File: config.mk
export PLATFORM = sky130hd
export DESIGN_NAME = periodic_ring_minmod_slope_top
export DESIGN_NICKNAME = d
export VERILOG_FILES = /design/src/hdl/prmm_pkg.sv /design/src/hdl/prmm_div.sv /design/src/hdl/periodic_ring_minmod_slope_top.sv
export VERILOG_INCLUDE_DIRS = /design/src /design/src/hdl
export SDC_FILE = /design/constraint.sdc
export NUM_CORES = 2
export LEC_CHECK = 0
export BUFFER_PORTS_ARGS = -buffer_cell sky130_fd_sc_hd__buf_2
export CELL_PAD_IN_SITES_DETAIL_PLACEMENT = 1
export CELL_PAD_IN_SITES_GLOBAL_PLACEMENT = 1
export CORE_ASPECT_RATIO = 0.5
export CORE_MARGIN = 2
export CORE_UTILIZATION = 50
export DETAILED_ROUTE_END_ITERATION = 8
export PLACE_DENSITY_LB_ADDON = 0.1
export RECOVER_POWER = 25
export SYNTH_ARGS = -nofsm -noshare
export SYNTH_HDL_FRONTEND = slang
export SYNTH_SLANG_ARGS = --single-unit
File: constraint.sdc
create_clock -name clk -period 12.1 [get_ports clk]
set_input_delay 2.42 -clock clk [delete_from_list [all_inputs] [get_ports clk]]
set_output_delay 2.42 -clock clk [all_outputs]
set_load 0.01 [all_outputs]
File: src/hdl/periodic_ring_minmod_slope_top_assert.svh
// assertion macros for the periodic ring minmod slope block
`ifndef PERIODIC_RING_MINMOD_SLOPE_TOP_ASSERT_SVH
`define PERIODIC_RING_MINMOD_SLOPE_TOP_ASSERT_SVH

// same-cycle implication, checked on every clock edge outside reset
`define PRMM_ASSERT_NOW(name, ante, cons, msg) \
    name: assert property (@(posedge clk) disable iff (!rst_n) (ante) |-> (cons)) \
        else $error(msg);

// next-cycle implication, checked on every clock edge outside reset
`define PRMM_ASSERT_NEXT(name, ante, cons, msg) \
    name: assert property (@(posedge clk) disable iff (!rst_n) (ante) |=> (cons)) \
        else $error(msg);

`endif

File: src/hdl/prmm_pkg.sv
// shared widths, codes and limits of the periodic ring minmod slope block
package prmm_pkg;

    localparam int VAL_W       = 32;
    localparam int WID_W       = 32;
    localparam int IDX_W       = 12;
    localparam int SLOPE_W     = 48;
    localparam int MAX_CELLS   = 4096;
    localparam int FRAC_SHIFT  = 29;
    localparam int MAG_W       = VAL_W + 1;
    localparam int DEN_W       = WID_W + 2;
    localparam int QUO_W       = MAG_W + FRAC_SHIFT;
    localparam int FACT_W      = 5;
    localparam int PROD_W      = SLOPE_W + FACT_W;
    localparam int WEIGH_SHIFT = 3;
    localparam int APB_AW      = 3;
    localparam int APB_DW      = 32;

    localparam logic [FACT_W-1:0] FACT_RESET = FACT_W'(12);

    localparam logic [SLOPE_W-1:0] POS_CAP = {1'b0, {(SLOPE_W-1){1'b1}}};
    localparam logic [SLOPE_W-1:0] NEG_CAP = {1'b1, {(SLOPE_W-1){1'b0}}};

    // register index, taken from paddr[2]
    localparam logic REG_LIMITER_FACTOR = 1'b0;

    typedef logic [1:0] job_t;
    localparam job_t JOB_MID  = 2'd0;
    localparam job_t JOB_END  = 2'd1;
    localparam job_t JOB_ZERO = 2'd2;

    typedef logic [1:0] slope_sel_t;
    localparam slope_sel_t SLOPE_LEFT   = 2'd0;
    localparam slope_sel_t SLOPE_CENTRE = 2'd1;
    localparam slope_sel_t SLOPE_RIGHT  = 2'd2;

endpackage

File: src/hdl/prmm_div.sv
// restoring unsigned divider, one quotient bit per cycle
module prmm_div (
    input  logic                        clk,
    input  logic                        rst_n,
    input  logic                        start,
    input  logic [prmm_pkg::QUO_W-1:0]  dividend,
    input  logic [prmm_pkg::DEN_W-1:0]  divisor,
    output logic                        done,
    output logic [prmm_pkg::QUO_W-1:0]  quotient
);
    import prmm_pkg::*;

    localparam int CNT_W = $clog2(QUO_W);

    logic             busy_reg;
    logic             done_reg;
    logic [CNT_W-1:0] cnt_reg;
    logic [DEN_W-1:0] rem_reg;
    logic [QUO_W-1:0] qr_reg;
    logic [DEN_W-1:0] den_reg;

    logic [DEN_W:0]   trial;
    logic             fits;
    logic [DEN_W:0]   diff_full;

    assign trial     = {rem_reg, qr_reg[QUO_W-1]};
    assign fits      = trial >= {1'b0, den_reg};
    assign diff_full = trial - {1'b0, den_reg};

    always_ff @(posedge clk or negedge rst_n)
    begin
        if (!rst_n)
        begin
            busy_reg <= 1'b0;
            done_reg <= 1'b0;
            cnt_reg  <= '0;
        end
        else
        begin
            done_reg <= 1'b0;
            if (start)
            begin
                busy_reg <= 1'b1;
                cnt_reg  <= '0;
            end
            else if (busy_reg)
            begin
                cnt_reg <= cnt_reg + CNT_W'(1);
                if (cnt_reg == CNT_W'(QUO_W - 1))
                begin
                    busy_reg <= 1'b0;
                    done_reg <= 1'b1;
                end
            end
        end
    end

    always_ff @(posedge clk)
    begin
        if (start)
        begin
            rem_reg <= '0;
            qr_reg  <= dividend;
            den_reg <= divisor;
        end
        else if (busy_reg)
        begin
            rem_reg <= fits ? diff_full[DEN_W-1:0] : trial[DEN_W-1:0];
            qr_reg  <= {qr_reg[QUO_W-2:0], fits};
        end
    end

    assign done     = done_reg;
    assign quotient = qr_reg;

endmodule

File: src/hdl/periodic_ring_minmod_slope_top.sv
// top level of the periodic ring minmod slope limiter
//
// cells of one periodic ring arrive in order, one item each, with the last cell
// marked by ring_end (a ring that reaches 4096 cells ends there on its own).
// for every cell the block forms left, centre and right difference slopes over
// the non-uniform widths, wrapping around the ring, and gives the generalized
// minmod of factor*left, centre and factor*right (zero if the signs disagree).
// a cell's result leaves once its right neighbor is in; cell 0 leaves last,
// flagged by ring_done. values are q16.16, widths q4.28, slopes q32.16
// saturated to 48 bits. the block takes one item at a time and holds in_stall
// high while it works. every slope is one pass through a shared restoring
// divider that makes 62 quotient bits, one per cycle, between a setup step and
// a saturate and a weighting step; a result takes three such slopes (left,
// centre, right) and a pick step. an item gives 0 to 3 results: none at a ring
// start, one in mid ring and up to three at a ring end. a result waits in the
// output register while out_stall is high; the sequencer waits in its pick
// step only when the next result is ready and that register is still full.
// limiter_factor (eighths, reset 12) is written over the apb port at offset 0.
module periodic_ring_minmod_slope_top (
    input  logic                                 clk,
    input  logic                                 rst_n,
    // configuration port
    input  logic                                 psel,
    input  logic                                 penable,
    input  logic                                 pwrite,
    input  logic [prmm_pkg::APB_AW-1:0]          paddr,
    input  logic [prmm_pkg::APB_DW-1:0]          pwdata,
    output logic [prmm_pkg::APB_DW-1:0]          prdata,
    output logic                                 pready,
    // cell items in
    input  logic                                 in_valid,
    output logic                                 in_stall,
    input  logic signed [prmm_pkg::VAL_W-1:0]    cell_value,
    input  logic [prmm_pkg::WID_W-1:0]           cell_width,
    input  logic                                 ring_end,
    // slope items out
    output logic                                 out_valid,
    input  logic                                 out_stall,
    output logic [prmm_pkg::IDX_W-1:0]           cell_index,
    output logic signed [prmm_pkg::SLOPE_W-1:0]  limited_slope,
    output logic                                 ring_done
);
    import prmm_pkg::*;

    // sequencer states
    localparam logic [2:0] ST_IDLE   = 3'd0;
    localparam logic [2:0] ST_SETUP  = 3'd1;
    localparam logic [2:0] ST_DIV    = 3'd2;
    localparam logic [2:0] ST_SAT    = 3'd3;
    localparam logic [2:0] ST_WEIGH  = 3'd4;
    localparam logic [2:0] ST_PICK   = 3'd5;
    localparam logic [2:0] ST_FINISH = 3'd6;

    logic [2:0]        state_reg;
    logic [2:0]        state_next;

    // configuration
    logic [FACT_W-1:0] factor_reg;

    // ring state, updated once the item is fully handled
    logic [IDX_W-1:0]  cells_seen_reg;
    logic [VAL_W-1:0]  head_v_reg [2];
    logic [WID_W-1:0]  head_w_reg [2];
    logic [VAL_W-1:0]  rec_v_reg  [2];
    logic [WID_W-1:0]  rec_w_reg  [2];

    // item being worked on
    logic [VAL_W-1:0]  cur_v_reg;
    logic [WID_W-1:0]  cur_w_reg;
    logic              last_reg;
    job_t              job_reg;
    slope_sel_t        sel_reg;

    // per-slope working registers
    logic              neg_reg;
    logic              den_zero_reg;
    logic [SLOPE_W-1:0] mag_reg;
    logic              slope_neg_reg [3];
    logic [SLOPE_W-1:0] slope_mag_reg [3];

    // output register
    logic              out_valid_reg;
    logic [IDX_W-1:0]  out_idx_reg;
    logic [SLOPE_W-1:0] out_slope_reg;
    logic              out_done_reg;

    // handshakes
    logic in_accept;
    logic out_take;
    logic cfg_write;
    logic last_now;
    logic slot_free;

    assign in_stall  = (state_reg != ST_IDLE);
    assign in_accept = in_valid && !in_stall;
    assign out_take  = out_valid_reg && !out_stall;
    assign slot_free = !out_valid_reg || !out_stall;
    assign cfg_write = psel && penable && pwrite && pready;
    assign pready    = 1'b1;
    assign prdata    = (paddr[2] == REG_LIMITER_FACTOR) ?
                       {{(APB_DW-FACT_W){1'b0}}, factor_reg} : '0;

    // a ring also ends at its last allowed position
    assign last_now = ring_end || (cells_seen_reg == IDX_W'(MAX_CELLS - 1));

    // neighbor selection for the current job
    logic [VAL_W-1:0] vl, vc, vr;
    logic [WID_W-1:0] wl, wc, wr;
    logic             k_zero, k_one;

    assign k_zero = (cells_seen_reg == '0);
    assign k_one  = (cells_seen_reg == IDX_W'(1));

    always_comb
    begin
        vl = cur_v_reg; wl = cur_w_reg;
        vc = cur_v_reg; wc = cur_w_reg;
        vr = cur_v_reg; wr = cur_w_reg;
        case (job_reg)
            JOB_MID:
            begin
                vl = rec_v_reg[1]; wl = rec_w_reg[1];
                vc = rec_v_reg[0]; wc = rec_w_reg[0];
            end
            JOB_END:
            begin
                // single-cell ring keeps all three as the cell itself
                if (k_one)
                begin
                    vl = head_v_reg[0]; wl = head_w_reg[0];
                    vr = head_v_reg[0]; wr = head_w_reg[0];
                end
                else if (!k_zero)
                begin
                    vl = rec_v_reg[0];  wl = rec_w_reg[0];
                    vr = head_v_reg[0]; wr = head_w_reg[0];
                end
            end
            JOB_ZERO:
            begin
                vc = head_v_reg[0]; wc = head_w_reg[0];
                // two-cell ring: cell 1 is both neighbors of cell 0
                if (!k_one)
                begin
                    vr = head_v_reg[1]; wr = head_w_reg[1];
                end
            end
            default:
            begin
                vl = cur_v_reg;
            end
        endcase
    end

    // difference and width sum of the selected slope
    logic signed [MAG_W-1:0] sub_a, sub_b, diff;
    logic [MAG_W-1:0]        diff_mag;
    logic [DEN_W-1:0]        den;
    logic [QUO_W-1:0]        dividend;

    always_comb
    begin
        case (sel_reg)
            SLOPE_LEFT:
            begin
                sub_a = MAG_W'(signed'(vc));
                sub_b = MAG_W'(signed'(vl));
                den   = {2'b00, wc} + {2'b00, wl};
            end
            SLOPE_RIGHT:
            begin
                sub_a = MAG_W'(signed'(vr));
                sub_b = MAG_W'(signed'(vc));
                den   = {2'b00, wr} + {2'b00, wc};
            end
            default:
            begin
                sub_a = MAG_W'(signed'(vr));
                sub_b = MAG_W'(signed'(vl));
                den   = {2'b00, wl} + {2'b00, wr} + {1'b0, wc, 1'b0};
            end
        endcase
    end

    assign diff     = sub_a - sub_b;
    assign diff_mag = diff[MAG_W-1] ? (~diff + MAG_W'(1)) : diff;
    assign dividend = {diff_mag, {FRAC_SHIFT{1'b0}}};

    // shared divider
    logic             div_start;
    logic             div_done;
    logic [QUO_W-1:0] div_quot;

    assign div_start = (state_reg == ST_SETUP);

    prmm_div u_div (
        .clk      (clk),
        .rst_n    (rst_n),
        .start    (div_start),
        .dividend (dividend),
        .divisor  (den),
        .done     (div_done),
        .quotient (div_quot)
    );

    // saturate the quotient to the 48-bit range of its sign, zero on an empty width sum
    logic [SLOPE_W-1:0] sat_cap;
    logic [SLOPE_W-1:0] sat_mag;

    assign sat_cap = neg_reg ? NEG_CAP : POS_CAP;
    assign sat_mag = den_zero_reg ? '0 :
                     (div_quot > QUO_W'(sat_cap)) ? sat_cap : div_quot[SLOPE_W-1:0];

    // weighting of the left and right slopes by factor/8, truncated toward zero, then saturated
    logic [PROD_W-1:0]  prod;
    logic [PROD_W-1:0]  scaled;
    logic [SLOPE_W-1:0] weighed;

    assign prod    = PROD_W'(mag_reg) * PROD_W'(factor_reg);
    assign scaled  = prod >> WEIGH_SHIFT;
    assign weighed = (sel_reg == SLOPE_CENTRE) ? mag_reg :
                     (scaled > PROD_W'(sat_cap)) ? sat_cap : scaled[SLOPE_W-1:0];

    // minmod over the three stored slopes
    logic               mm_zero;
    logic [SLOPE_W-1:0] mm_mag;
    logic [SLOPE_W-1:0] mm_ab;
    logic [SLOPE_W-1:0] mm_val;

    assign mm_zero = (slope_mag_reg[0] == '0) || (slope_mag_reg[1] == '0) ||
                     (slope_mag_reg[2] == '0) ||
                     (slope_neg_reg[0] != slope_neg_reg[1]) ||
                     (slope_neg_reg[1] != slope_neg_reg[2]);
    assign mm_ab   = (slope_mag_reg[1] < slope_mag_reg[0]) ?
                     slope_mag_reg[1] : slope_mag_reg[0];
    assign mm_mag  = (slope_mag_reg[2] < mm_ab) ? slope_mag_reg[2] : mm_ab;
    assign mm_val  = mm_zero ? '0 :
                     slope_neg_reg[0] ? (~mm_mag + SLOPE_W'(1)) : mm_mag;

    // index and ring flag of the current job
    logic [IDX_W-1:0] job_idx;
    logic             job_done;

    always_comb
    begin
        case (job_reg)
            JOB_MID:  job_idx = cells_seen_reg - IDX_W'(1);
            JOB_END:  job_idx = cells_seen_reg;
            default:  job_idx = '0;
        endcase
    end

    assign job_done = (job_reg == JOB_ZERO) || ((job_reg == JOB_END) && k_zero);

    // next job after the current result has left
    logic [2:0] after_pick;
    job_t       next_job;

    always_comb
    begin
        after_pick = ST_FINISH;
        next_job   = job_reg;
        case (job_reg)
            JOB_MID:
            begin
                if (last_reg)
                begin
                    after_pick = ST_SETUP;
                    next_job   = JOB_END;
                end
            end
            JOB_END:
            begin
                if (!k_zero)
                begin
                    after_pick = ST_SETUP;
                    next_job   = JOB_ZERO;
                end
            end
            default:
            begin
                after_pick = ST_FINISH;
            end
        endcase
    end

    // sequencer
    always_comb
    begin
        state_next = state_reg;
        case (state_reg)
            ST_IDLE:
            begin
                if (in_accept)
                begin
                    if (!k_zero && !k_one)
                        state_next = ST_SETUP;
                    else if (last_now)
                        state_next = ST_SETUP;
                    else
                        state_next = ST_FINISH;
                end
            end
            ST_SETUP:  state_next = ST_DIV;
            ST_DIV:
            begin
                if (div_done)
                    state_next = ST_SAT;
            end
            ST_SAT:    state_next = ST_WEIGH;
            ST_WEIGH:  state_next = (sel_reg == SLOPE_RIGHT) ? ST_PICK : ST_SETUP;
            ST_PICK:
            begin
                if (slot_free)
                    state_next = after_pick;
            end
            ST_FINISH: state_next = ST_IDLE;
            default:   state_next = ST_IDLE;
        endcase
    end

    // control registers
    always_ff @(posedge clk or negedge rst_n)
    begin
        if (!rst_n)
        begin
            state_reg      <= ST_IDLE;
            factor_reg     <= FACT_RESET;
            cells_seen_reg <= '0;
            head_v_reg[0]  <= '0;
            head_v_reg[1]  <= '0;
            head_w_reg[0]  <= '0;
            head_w_reg[1]  <= '0;
            rec_v_reg[0]   <= '0;
            rec_v_reg[1]   <= '0;
            rec_w_reg[0]   <= '0;
            rec_w_reg[1]   <= '0;
            out_valid_reg  <= 1'b0;
        end
        else
        begin
            state_reg <= state_next;

            if (cfg_write && (paddr[2] == REG_LIMITER_FACTOR))
                factor_reg <= pwdata[FACT_W-1:0];

            if ((state_reg == ST_PICK) && slot_free)
                out_valid_reg <= 1'b1;
            else if (out_take)
                out_valid_reg <= 1'b0;

            // commit the cell into the ring state
            if (state_reg == ST_FINISH)
            begin
                if (k_zero)
                begin
                    head_v_reg[0] <= cur_v_reg;
                    head_w_reg[0] <= cur_w_reg;
                end
                if (k_one)
                begin
                    head_v_reg[1] <= cur_v_reg;
                    head_w_reg[1] <= cur_w_reg;
                end
                rec_v_reg[1]   <= rec_v_reg[0];
                rec_w_reg[1]   <= rec_w_reg[0];
                rec_v_reg[0]   <= cur_v_reg;
                rec_w_reg[0]   <= cur_w_reg;
                cells_seen_reg <= last_reg ? '0 : cells_seen_reg + IDX_W'(1);
            end
        end
    end

    // working payload
    always_ff @(posedge clk)
    begin
        if (in_accept)
        begin
            cur_v_reg <= cell_value;
            cur_w_reg <= cell_width;
            last_reg  <= last_now;
            job_reg   <= (!k_zero && !k_one) ? JOB_MID : JOB_END;
            sel_reg   <= SLOPE_LEFT;
        end

        if (state_reg == ST_SETUP)
        begin
            neg_reg      <= diff[MAG_W-1];
            den_zero_reg <= (den == '0);
        end

        if (state_reg == ST_SAT)
            mag_reg <= sat_mag;

        if (state_reg == ST_WEIGH)
        begin
            slope_mag_reg[sel_reg] <= weighed;
            slope_neg_reg[sel_reg] <= neg_reg;
            sel_reg <= (sel_reg == SLOPE_LEFT) ? SLOPE_CENTRE : SLOPE_RIGHT;
        end

        if ((state_reg == ST_PICK) && slot_free)
        begin
            out_idx_reg   <= job_idx;
            out_slope_reg <= mm_val;
            out_done_reg  <= job_done;
            job_reg       <= next_job;
            sel_reg       <= SLOPE_LEFT;
        end
    end

    assign out_valid     = out_valid_reg;
    assign cell_index    = out_idx_reg;
    assign limited_slope = out_slope_reg;
    assign ring_done     = out_done_reg;

    // checks
    `include "periodic_ring_minmod_slope_top_assert.svh"

    // the divider only finishes while the sequencer waits on it
    `PRMM_ASSERT_NOW(a_div_done_in_wait, div_done, state_reg == ST_DIV, "divider done outside wait")

    // the ring's final result always belongs to cell 0
    `PRMM_ASSERT_NOW(a_ring_done_cell0, out_valid && ring_done, cell_index == '0, "ring_done on nonzero cell")

    // after the right slope the sequencer moves on to the minmod pick
    `PRMM_ASSERT_NEXT(a_pick_after_right, (state_reg == ST_WEIGH) && (sel_reg == SLOPE_RIGHT), state_reg == ST_PICK, "no pick after right slope")

endmodule

Word-level counts from Yosys, hierarchy flattened
Memories as Yosys holds them, arrays and structs flattened. Index checks and enable logic that the tools add are counted.

RAM bits: 147. Bits in registers: 595. Word-level logic and storage cells: 172. Bits of input ports: 107. Memories kept: 2.

Order comparisons: 5. $mul: 1. Reductions and logical operators: 35. $add $sub $neg: 11. Multiplexer cells: 64. Bitwise operators: 3. Equality and inequality tests: 21.

Memory list: slope_mag_reg (depth 3, width 48, rd ports 3, clocked after Yosys merged registers in 0, wr ports 1, line periodic_ring_minmod_slope_top.sv:79) `logic [SLOPE_W-1:0] slope_mag_reg [3];`; slope_neg_reg (depth 3, width 1, rd ports 3, clocked after Yosys merged registers in 0, wr ports 1, line periodic_ring_minmod_slope_top.sv:78) `logic slope_neg_reg [3];`.

Operators by type and width (number): $pmux W32 S2 (6); $mux W48 (7); $mux W32 (10); $logic_not A48 Y1 (3); $mux W62 (2); $add A32 B32 Y33 (3); $mux W33 (3); $lt A48 B48 Y1 (2); $pmux W34 S2 (1); $gt A62 B48 Y1 (1); $mul A48 B5 Y53 (1); $gt A50 B48 Y1 (1); $add A48 B1 Y48 const B (1); $not A48 Y48 (1); $ge A35 B34 Y1 (1); $add A33 B33 Y34 (1); $logic_not A34 Y1 (1); $mux W34 (1); $sub A34 B34 Y34 (1); $add A33 B2 Y33 const B (1); $not A33 Y33 (1); $sub A33 B33 Y33 (1); $mux W3 (8); $pmux W12 S2 (1); 35 further kinds (81).

Logic depth before layout (Yosys ltp)
Depth after elaboration: 10. Gate-level depth with buffers: 35. Gate-level depth less buffers: 33.

Cells and area by module
From an unflattened synthesis, not the netlist that was laid out.

Cells, all modules: 6157. Area total of the unflattened synthesis: 57626.5 um2.

Modules (own cells, without submodules): periodic_ring_minmod_slope_top (times used 1, cells each 5520, area an instance 50224.4 um2, sequential area each 16733.5 um2); prmm_div (times used 1, cells each 637, area an instance 7402.1 um2, sequential area each 3763.6 um2).

Worst setup path before layout
No wires, ideal clock.

Kind: reg2reg. From: mem slope_mag_reg[1][41]. To: reg out_slope_reg[42], in the netlist limited_slope[42] (data pin). Cell stages (with the launch flop): 33. Library setup time: 0.266 ns. Arrival time: 8.915 ns. Clock period less this slack: 9.181 ns. Path slack: 2.919 ns. Required time: 11.834 ns. Cells stage by stage: edfxtp_1 -> ha_1 -> nand4_1 -> nor4_1 -> nand2_1 -> o21ai_0 -> a211oi_1 -> nand2_1 -> buf_1 -> buf_1 -> buf_2 -> buf_1 -> mux2i_1 -> ha_1 -> nand4_1 -> or4_1 -> or4_1 -> or3_4 -> or4_4 -> nand3_4 -> buf_1 -> clkbuf_1 -> clkbuf_1 -> nand3_1 -> o21ai_0 -> ha_1 -> or4bb_1 -> or3_1 -> nor3_1 -> a41oi_1 -> o41ai_1 -> xnor2_1 -> nor2_1.

RTL lines: start, declared (line periodic_ring_minmod_slope_top.sv:79); end signal, assigned (line periodic_ring_minmod_slope_top.sv:405) `out_slope_reg <= mm_val;`; end, declared (line periodic_ring_minmod_slope_top.sv:84) `logic [SLOPE_W-1:0] out_slope_reg;`.

Final worst setup path
From: reg factor_reg[2]. To: mem slope_mag_reg[2][37] (data pin).

Cells in the longest elaborated chain, start to end: 4.

RTL lines: start, declared (line periodic_ring_minmod_slope_top.sv:58) `logic [FACT_W-1:0] factor_reg;`; start signal, assigned (line periodic_ring_minmod_slope_top.sv:345) `factor_reg <= pwdata[FACT_W-1:0];`; $mul A48 B5 Y53 * (line periodic_ring_minmod_slope_top.sv:219) `assign prod = PROD_W'(mag_reg) * PROD_W'(factor_reg);`; $gt A50 B48 Y1 (line periodic_ring_minmod_slope_top.sv:222) `(scaled > PROD_W'(sat_cap)) ? sat_cap : scaled[SLOPE_W-1:0];`; $mux W48 * (line periodic_ring_minmod_slope_top.sv:222); $mux W48 * (line periodic_ring_minmod_slope_top.sv:221) `assign weighed = (sel_reg == SLOPE_CENTRE) ? mag_reg :`; net weighed[37] (line periodic_ring_minmod_slope_top.sv:217) `logic [SLOPE_W-1:0] weighed;`.

The timed path passes the listed nets; every way through them passes the cells marked *.

==> impl_results.rst <==
.. list-table::
   :header-rows: 1

   * - Metric
     - Value
   * - Unrepaired setup endpoints after global routing
     - no
   * - Worst setup path class
     - reg2reg
   * - Wire length per cell
     - 23.4 um
   * - CTS Root Cell
     - sky130_fd_sc_hd__clkbuf_16
   * - Biggest area contributors in the synthesized netlist
     - sky130_fd_sc_hd__edfxtp_1 21%, sky130_fd_sc_hd__dfrtp_1 13%, sky130_fd_sc_hd__ha_1 8.6%
   * - Buffer count from post-CTS setup fixing
     - 0
   * - Full die area
     - 116,000 sq um
   * - Number of cells on the worst hold path
     - 2
   * - Share of post-route cells with drive strength above 1
     - 0.111
   * - Final-layout setup total negative slack
     - 0 ns
   * - Netlist area before placement
     - 56,600 sq um
   * - Vias post-DR
     - 46,900
   * - Leading register cell type out of synthesis
     - sky130_fd_sc_hd__edfxtp_1
   * - Worst-Skew Late Latency
     - 0.69 ns
   * - Number of unique standard cell types used by synthesis
     - 87
   * - Post-synth top area cell
     - sky130_fd_sc_hd__edfxtp_1
   * - TritonCTS clock tree
     - built
   * - Via density per instance
     - 6.25
   * - Buf/Inv on CP
     - 3
   * - Crit path to
     - slope_mag_reg[2][37]
   * - Count of non-filler cells in the finished layout
     - 7,511
   * - Number of I/O pins
     - 203
   * - Standard cell core area
     - 113,000 sq um
   * - Final setup vio count
     - 0
   * - Flip-flop count of the largest register, all copies and words added
     - 144
   * - Buffers added on ports
     - 145
   * - CP max stage cell
     - sky130_fd_sc_hd__dfstp_2
   * - Global-route wire length before repair
     - 278,000 um
   * - Instance count of the mapped netlist
     - 5,970
   * - Required time at the endpoint of the critical path
     - 12.45 ns
   * - Die width
     - 480 um
   * - Worst setup startpoint
     - factor_reg[2]
   * - Fraction of registers with async set or reset after synthesis
     - 0.384
   * - Element type at the critical path start
     - flop
   * - Count of antenna diodes in the layout
     - 0
   * - Clock buffer count from CTS
     - 74
   * - Via count of the first global-routing pass
     - 49,000
   * - Static power due to leakage
     - 27.2 nW
   * - Top-area cell type share of the netlist area
     - 0.208
   * - Final number of max-transition violations
     - 688
   * - CP arrival
     - 10.61 ns
   * - Routability cong.
     - 0.917
   * - Highest achievable clock rate
     - 97.5 MHz
   * - Final hold violation count
     - 0
   * - Minimum clock period after layout
     - 10.26 ns
   * - Starting density of the core
     - 0.503
   * - Result of the run
     - complete, but fails checks
   * - Cell count after placement
     - 7,378
   * - Nets@finish
     - 6,612
   * - Final wirelength
     - 176,000 um
   * - Register area share after synthesis
     - 0.357
   * - Post-CTS Hold Fix Bufs
     - 0
   * - Remaining design rule violation count
     - 0
   * - CTS sink count
     - 742
   * - Site Rows
     - 87
   * - Total number of yosys warnings
     - 0
   * - #FFs+latches synth
     - 742
   * - Remaining global-route overflow
     - 0
   * - Tightest slew margin relative to the limit
     - -2.35
   * - Number of antenna violations at the first check in global routing
     - 1
   * - Type of the tightest min-delay check
     - reg2reg
   * - Clock transition at the registers of the reported paths
     - 0.06 ns
   * - Worst vdd ir
     - 0.0891 mV
   * - Worst-case clock skew
     - 0.0363 ns
   * - Quantity of gates resized following cts
     - 0
   * - Detailed placer's ending HPWL
     - 126,000 um
   * - Starting DRC count in detailed routing
     - 3,241
   * - Number of maximum-capacitance constraint violations
     - 13
   * - CP Capture Type
     - flop
   * - Stages on the worst setup path
     - 27
   * - RR Endpoint
     - slope_mag_reg[2][37]
   * - Maximum fanout along the worst path
     - 50
   * - Cells on worst reg2reg path
     - 27
   * - Post-DP Area
     - 58,700 sq um
   * - Slowest Stage Delay on Critical Path
     - 1.09 ns
   * - Category of cells accounting for the largest share of critical-path delay
     - compound AO/OA/AOI/OAI gates
   * - Maximum count of clock buffers along a single path
     - 3
   * - Design area
     - 60,900 sq um
   * - Die Y
     - 242 um
   * - Worst Tran Pin Value
     - 5.03 ns
   * - Relative area change from synthesis to final layout
     - 7.51%
   * - Clock H-tree levels
     - 3
   * - Largest net degree at the start of global routing
     - 105
   * - Total routing resource utilization after global routing
     - 0.298
   * - Antenna-violating nets left
     - 0
   * - Mean cell area of the mapped netlist
     - 9.49 sq um
   * - Ratio of total power to cell area
     - 83.2 nW/um^2
   * - Violated checks
     - max-capacitance violations, max-slew violations
   * - Launch point of the worst reg-to-reg path
     - factor_reg[2]
   * - Fin crit share
     - 0.848
   * - Number of enable-type register cells in the synthesized netlist
     - 392
   * - Number of search-and-repair iterations in the first detailed-routing pass
     - 5
   * - Slack of the worst reg-to-reg path
     - 1.84 ns
-- worst min-delay path by stage --
stage / from / end / slack [ns]
floorplan: u_div.rem_reg[33] / u_div.rem_reg[33] / 0.44
global placement: u_div.rem_reg[16] / u_div.rem_reg[16] / 0.47
detailed placement: u_div.rem_reg[16] / u_div.rem_reg[16] / 0.48
CTS: u_div.rem_reg[16] / u_div.rem_reg[16] / 0.49
global route: u_div.rem_reg[1] / u_div.rem_reg[1] / 0.51
finish: u_div.rem_reg[16] / u_div.rem_reg[16] / 0.48
-- power by group --
group	total, mW	leakage, nW	internal, mW	switching (mW)
Combinational	0.0910	18.2	0.0222	0.0689
Clock	2.31	1.14	1.23	1.08
Sequential	2.67	7.87	2.65	0.0217
-- kinds of logic (layout without fill, tap and decap cells) --
group,after synthesis,after routing,synth area share
mux,410,410,0.0792
flops,742,742,0.357
other cells,2,28,0.000133
compound gates,1606,1606,0.191
fa+ha+maj,564,564,0.148
simple gates,1776,1776,0.146
xor+xnor,222,222,0.0343
buf+inv,648,650,0.0449
-- placed cells by master (no fill, tap or decap), types with 107 or more instances in the layout --
cell type and instances:
sky130_fd_sc_hd__fa_1 173, sky130_fd_sc_hd__and2_1 179, sky130_fd_sc_hd__mux2_2 303, sky130_fd_sc_hd__xnor2_1 146, sky130_fd_sc_hd__nor2_1 368, sky130_fd_sc_hd__a21oi_1 343, sky130_fd_sc_hd__ha_1 389, sky130_fd_sc_hd__a21o_1 178
sky130_fd_sc_hd__dfrtp_1 282, sky130_fd_sc_hd__edfxtp_1 392, sky130_fd_sc_hd__buf_2 131, sky130_fd_sc_hd__inv_1 303, sky130_fd_sc_hd__o21ai_0 360, sky130_fd_sc_hd__nand2_1 736, sky130_fd_sc_hd__a22o_1 136, sky130_fd_sc_hd__mux2i_1 107
-- metal layers --
metal  track usage  wire length [um]  part of all wire
met2         0.473             79500              0.45
met3        0.0348              8040             0.046
met1         0.427             82500              0.47
met4        0.0948              5590             0.032
met5             0                 0                 0
-- layout make-up --
| cell class | instances | area (sq um) |
|---|---|---|
| Multi-Input combinational cell | 4606 | 34100 |
| Clock inverter | 35 | 221 |
| Fill cell | 12600 | 51700 |
| Clock buffer | 98 | 2100 |
| Timing Repair Buffer | 212 | 1190 |
| Tap cell | 1513 | 1890 |
| Sequential cell | 742 | 20200 |
| Inverter | 305 | 1150 |
-- synthesized netlist by cell type (14+ instances only) --
cell,count
sky130_fd_sc_hd__a211o_1,14
sky130_fd_sc_hd__a211oi_1,37
sky130_fd_sc_hd__a21o_1,178
sky130_fd_sc_hd__a21oi_1,345
sky130_fd_sc_hd__a221o_1,39
sky130_fd_sc_hd__a221oi_1,37
sky130_fd_sc_hd__a22o_1,136
sky130_fd_sc_hd__a22oi_1,63
sky130_fd_sc_hd__a31oi_1,45
sky130_fd_sc_hd__and2_1,179
sky130_fd_sc_hd__and3_1,37
sky130_fd_sc_hd__buf_1,42
sky130_fd_sc_hd__buf_4,28
sky130_fd_sc_hd__clkbuf_1,268
sky130_fd_sc_hd__dfrtp_1,283
sky130_fd_sc_hd__dfxtp_1,65
sky130_fd_sc_hd__edfxtp_1,392
sky130_fd_sc_hd__fa_1,173
sky130_fd_sc_hd__ha_1,391
sky130_fd_sc_hd__inv_1,305
sky130_fd_sc_hd__mux2_2,303
sky130_fd_sc_hd__mux2i_1,107
sky130_fd_sc_hd__nand2_1,740
sky130_fd_sc_hd__nand2b_1,29
sky130_fd_sc_hd__nand3_1,69
sky130_fd_sc_hd__nand4_1,72
sky130_fd_sc_hd__nor2_1,377
sky130_fd_sc_hd__nor2b_1,45
sky130_fd_sc_hd__nor3_1,77
sky130_fd_sc_hd__nor4_1,35
sky130_fd_sc_hd__o211ai_1,62
sky130_fd_sc_hd__o21a_1,46
sky130_fd_sc_hd__o21ai_0,360
sky130_fd_sc_hd__o21bai_1,25
sky130_fd_sc_hd__o221ai_1,67
sky130_fd_sc_hd__o31ai_1,28
sky130_fd_sc_hd__o41ai_1,15
sky130_fd_sc_hd__or2_2,21
sky130_fd_sc_hd__or3_1,30
sky130_fd_sc_hd__or4_1,25
sky130_fd_sc_hd__xnor2_1,146
sky130_fd_sc_hd__xor2_1,76
-- per-stage QoR --
stage	setup WS, ns	power, mW	hold slack (ns)	utilization
final	1.84	5.06	0.484	0.541
after global routing	1.22	5.20	0.513	0.541
after CTS	1.90	5.11	0.488	0.542
after detailed placement	1.91	2.81	0.480	0.521
after global placement	2.16	2.81	0.472	0.521
after floorplan	2.92	2.75	0.439	-
-- worst min-delay path, cell delays in order (launching register included) --
cell and delay [ns]:
sky130_fd_sc_hd__dfxtp_1 0.32, sky130_fd_sc_hd__nand2_1 0.05, sky130_fd_sc_hd__o21ai_0 0.06
(Power assumes the default switching activity.)
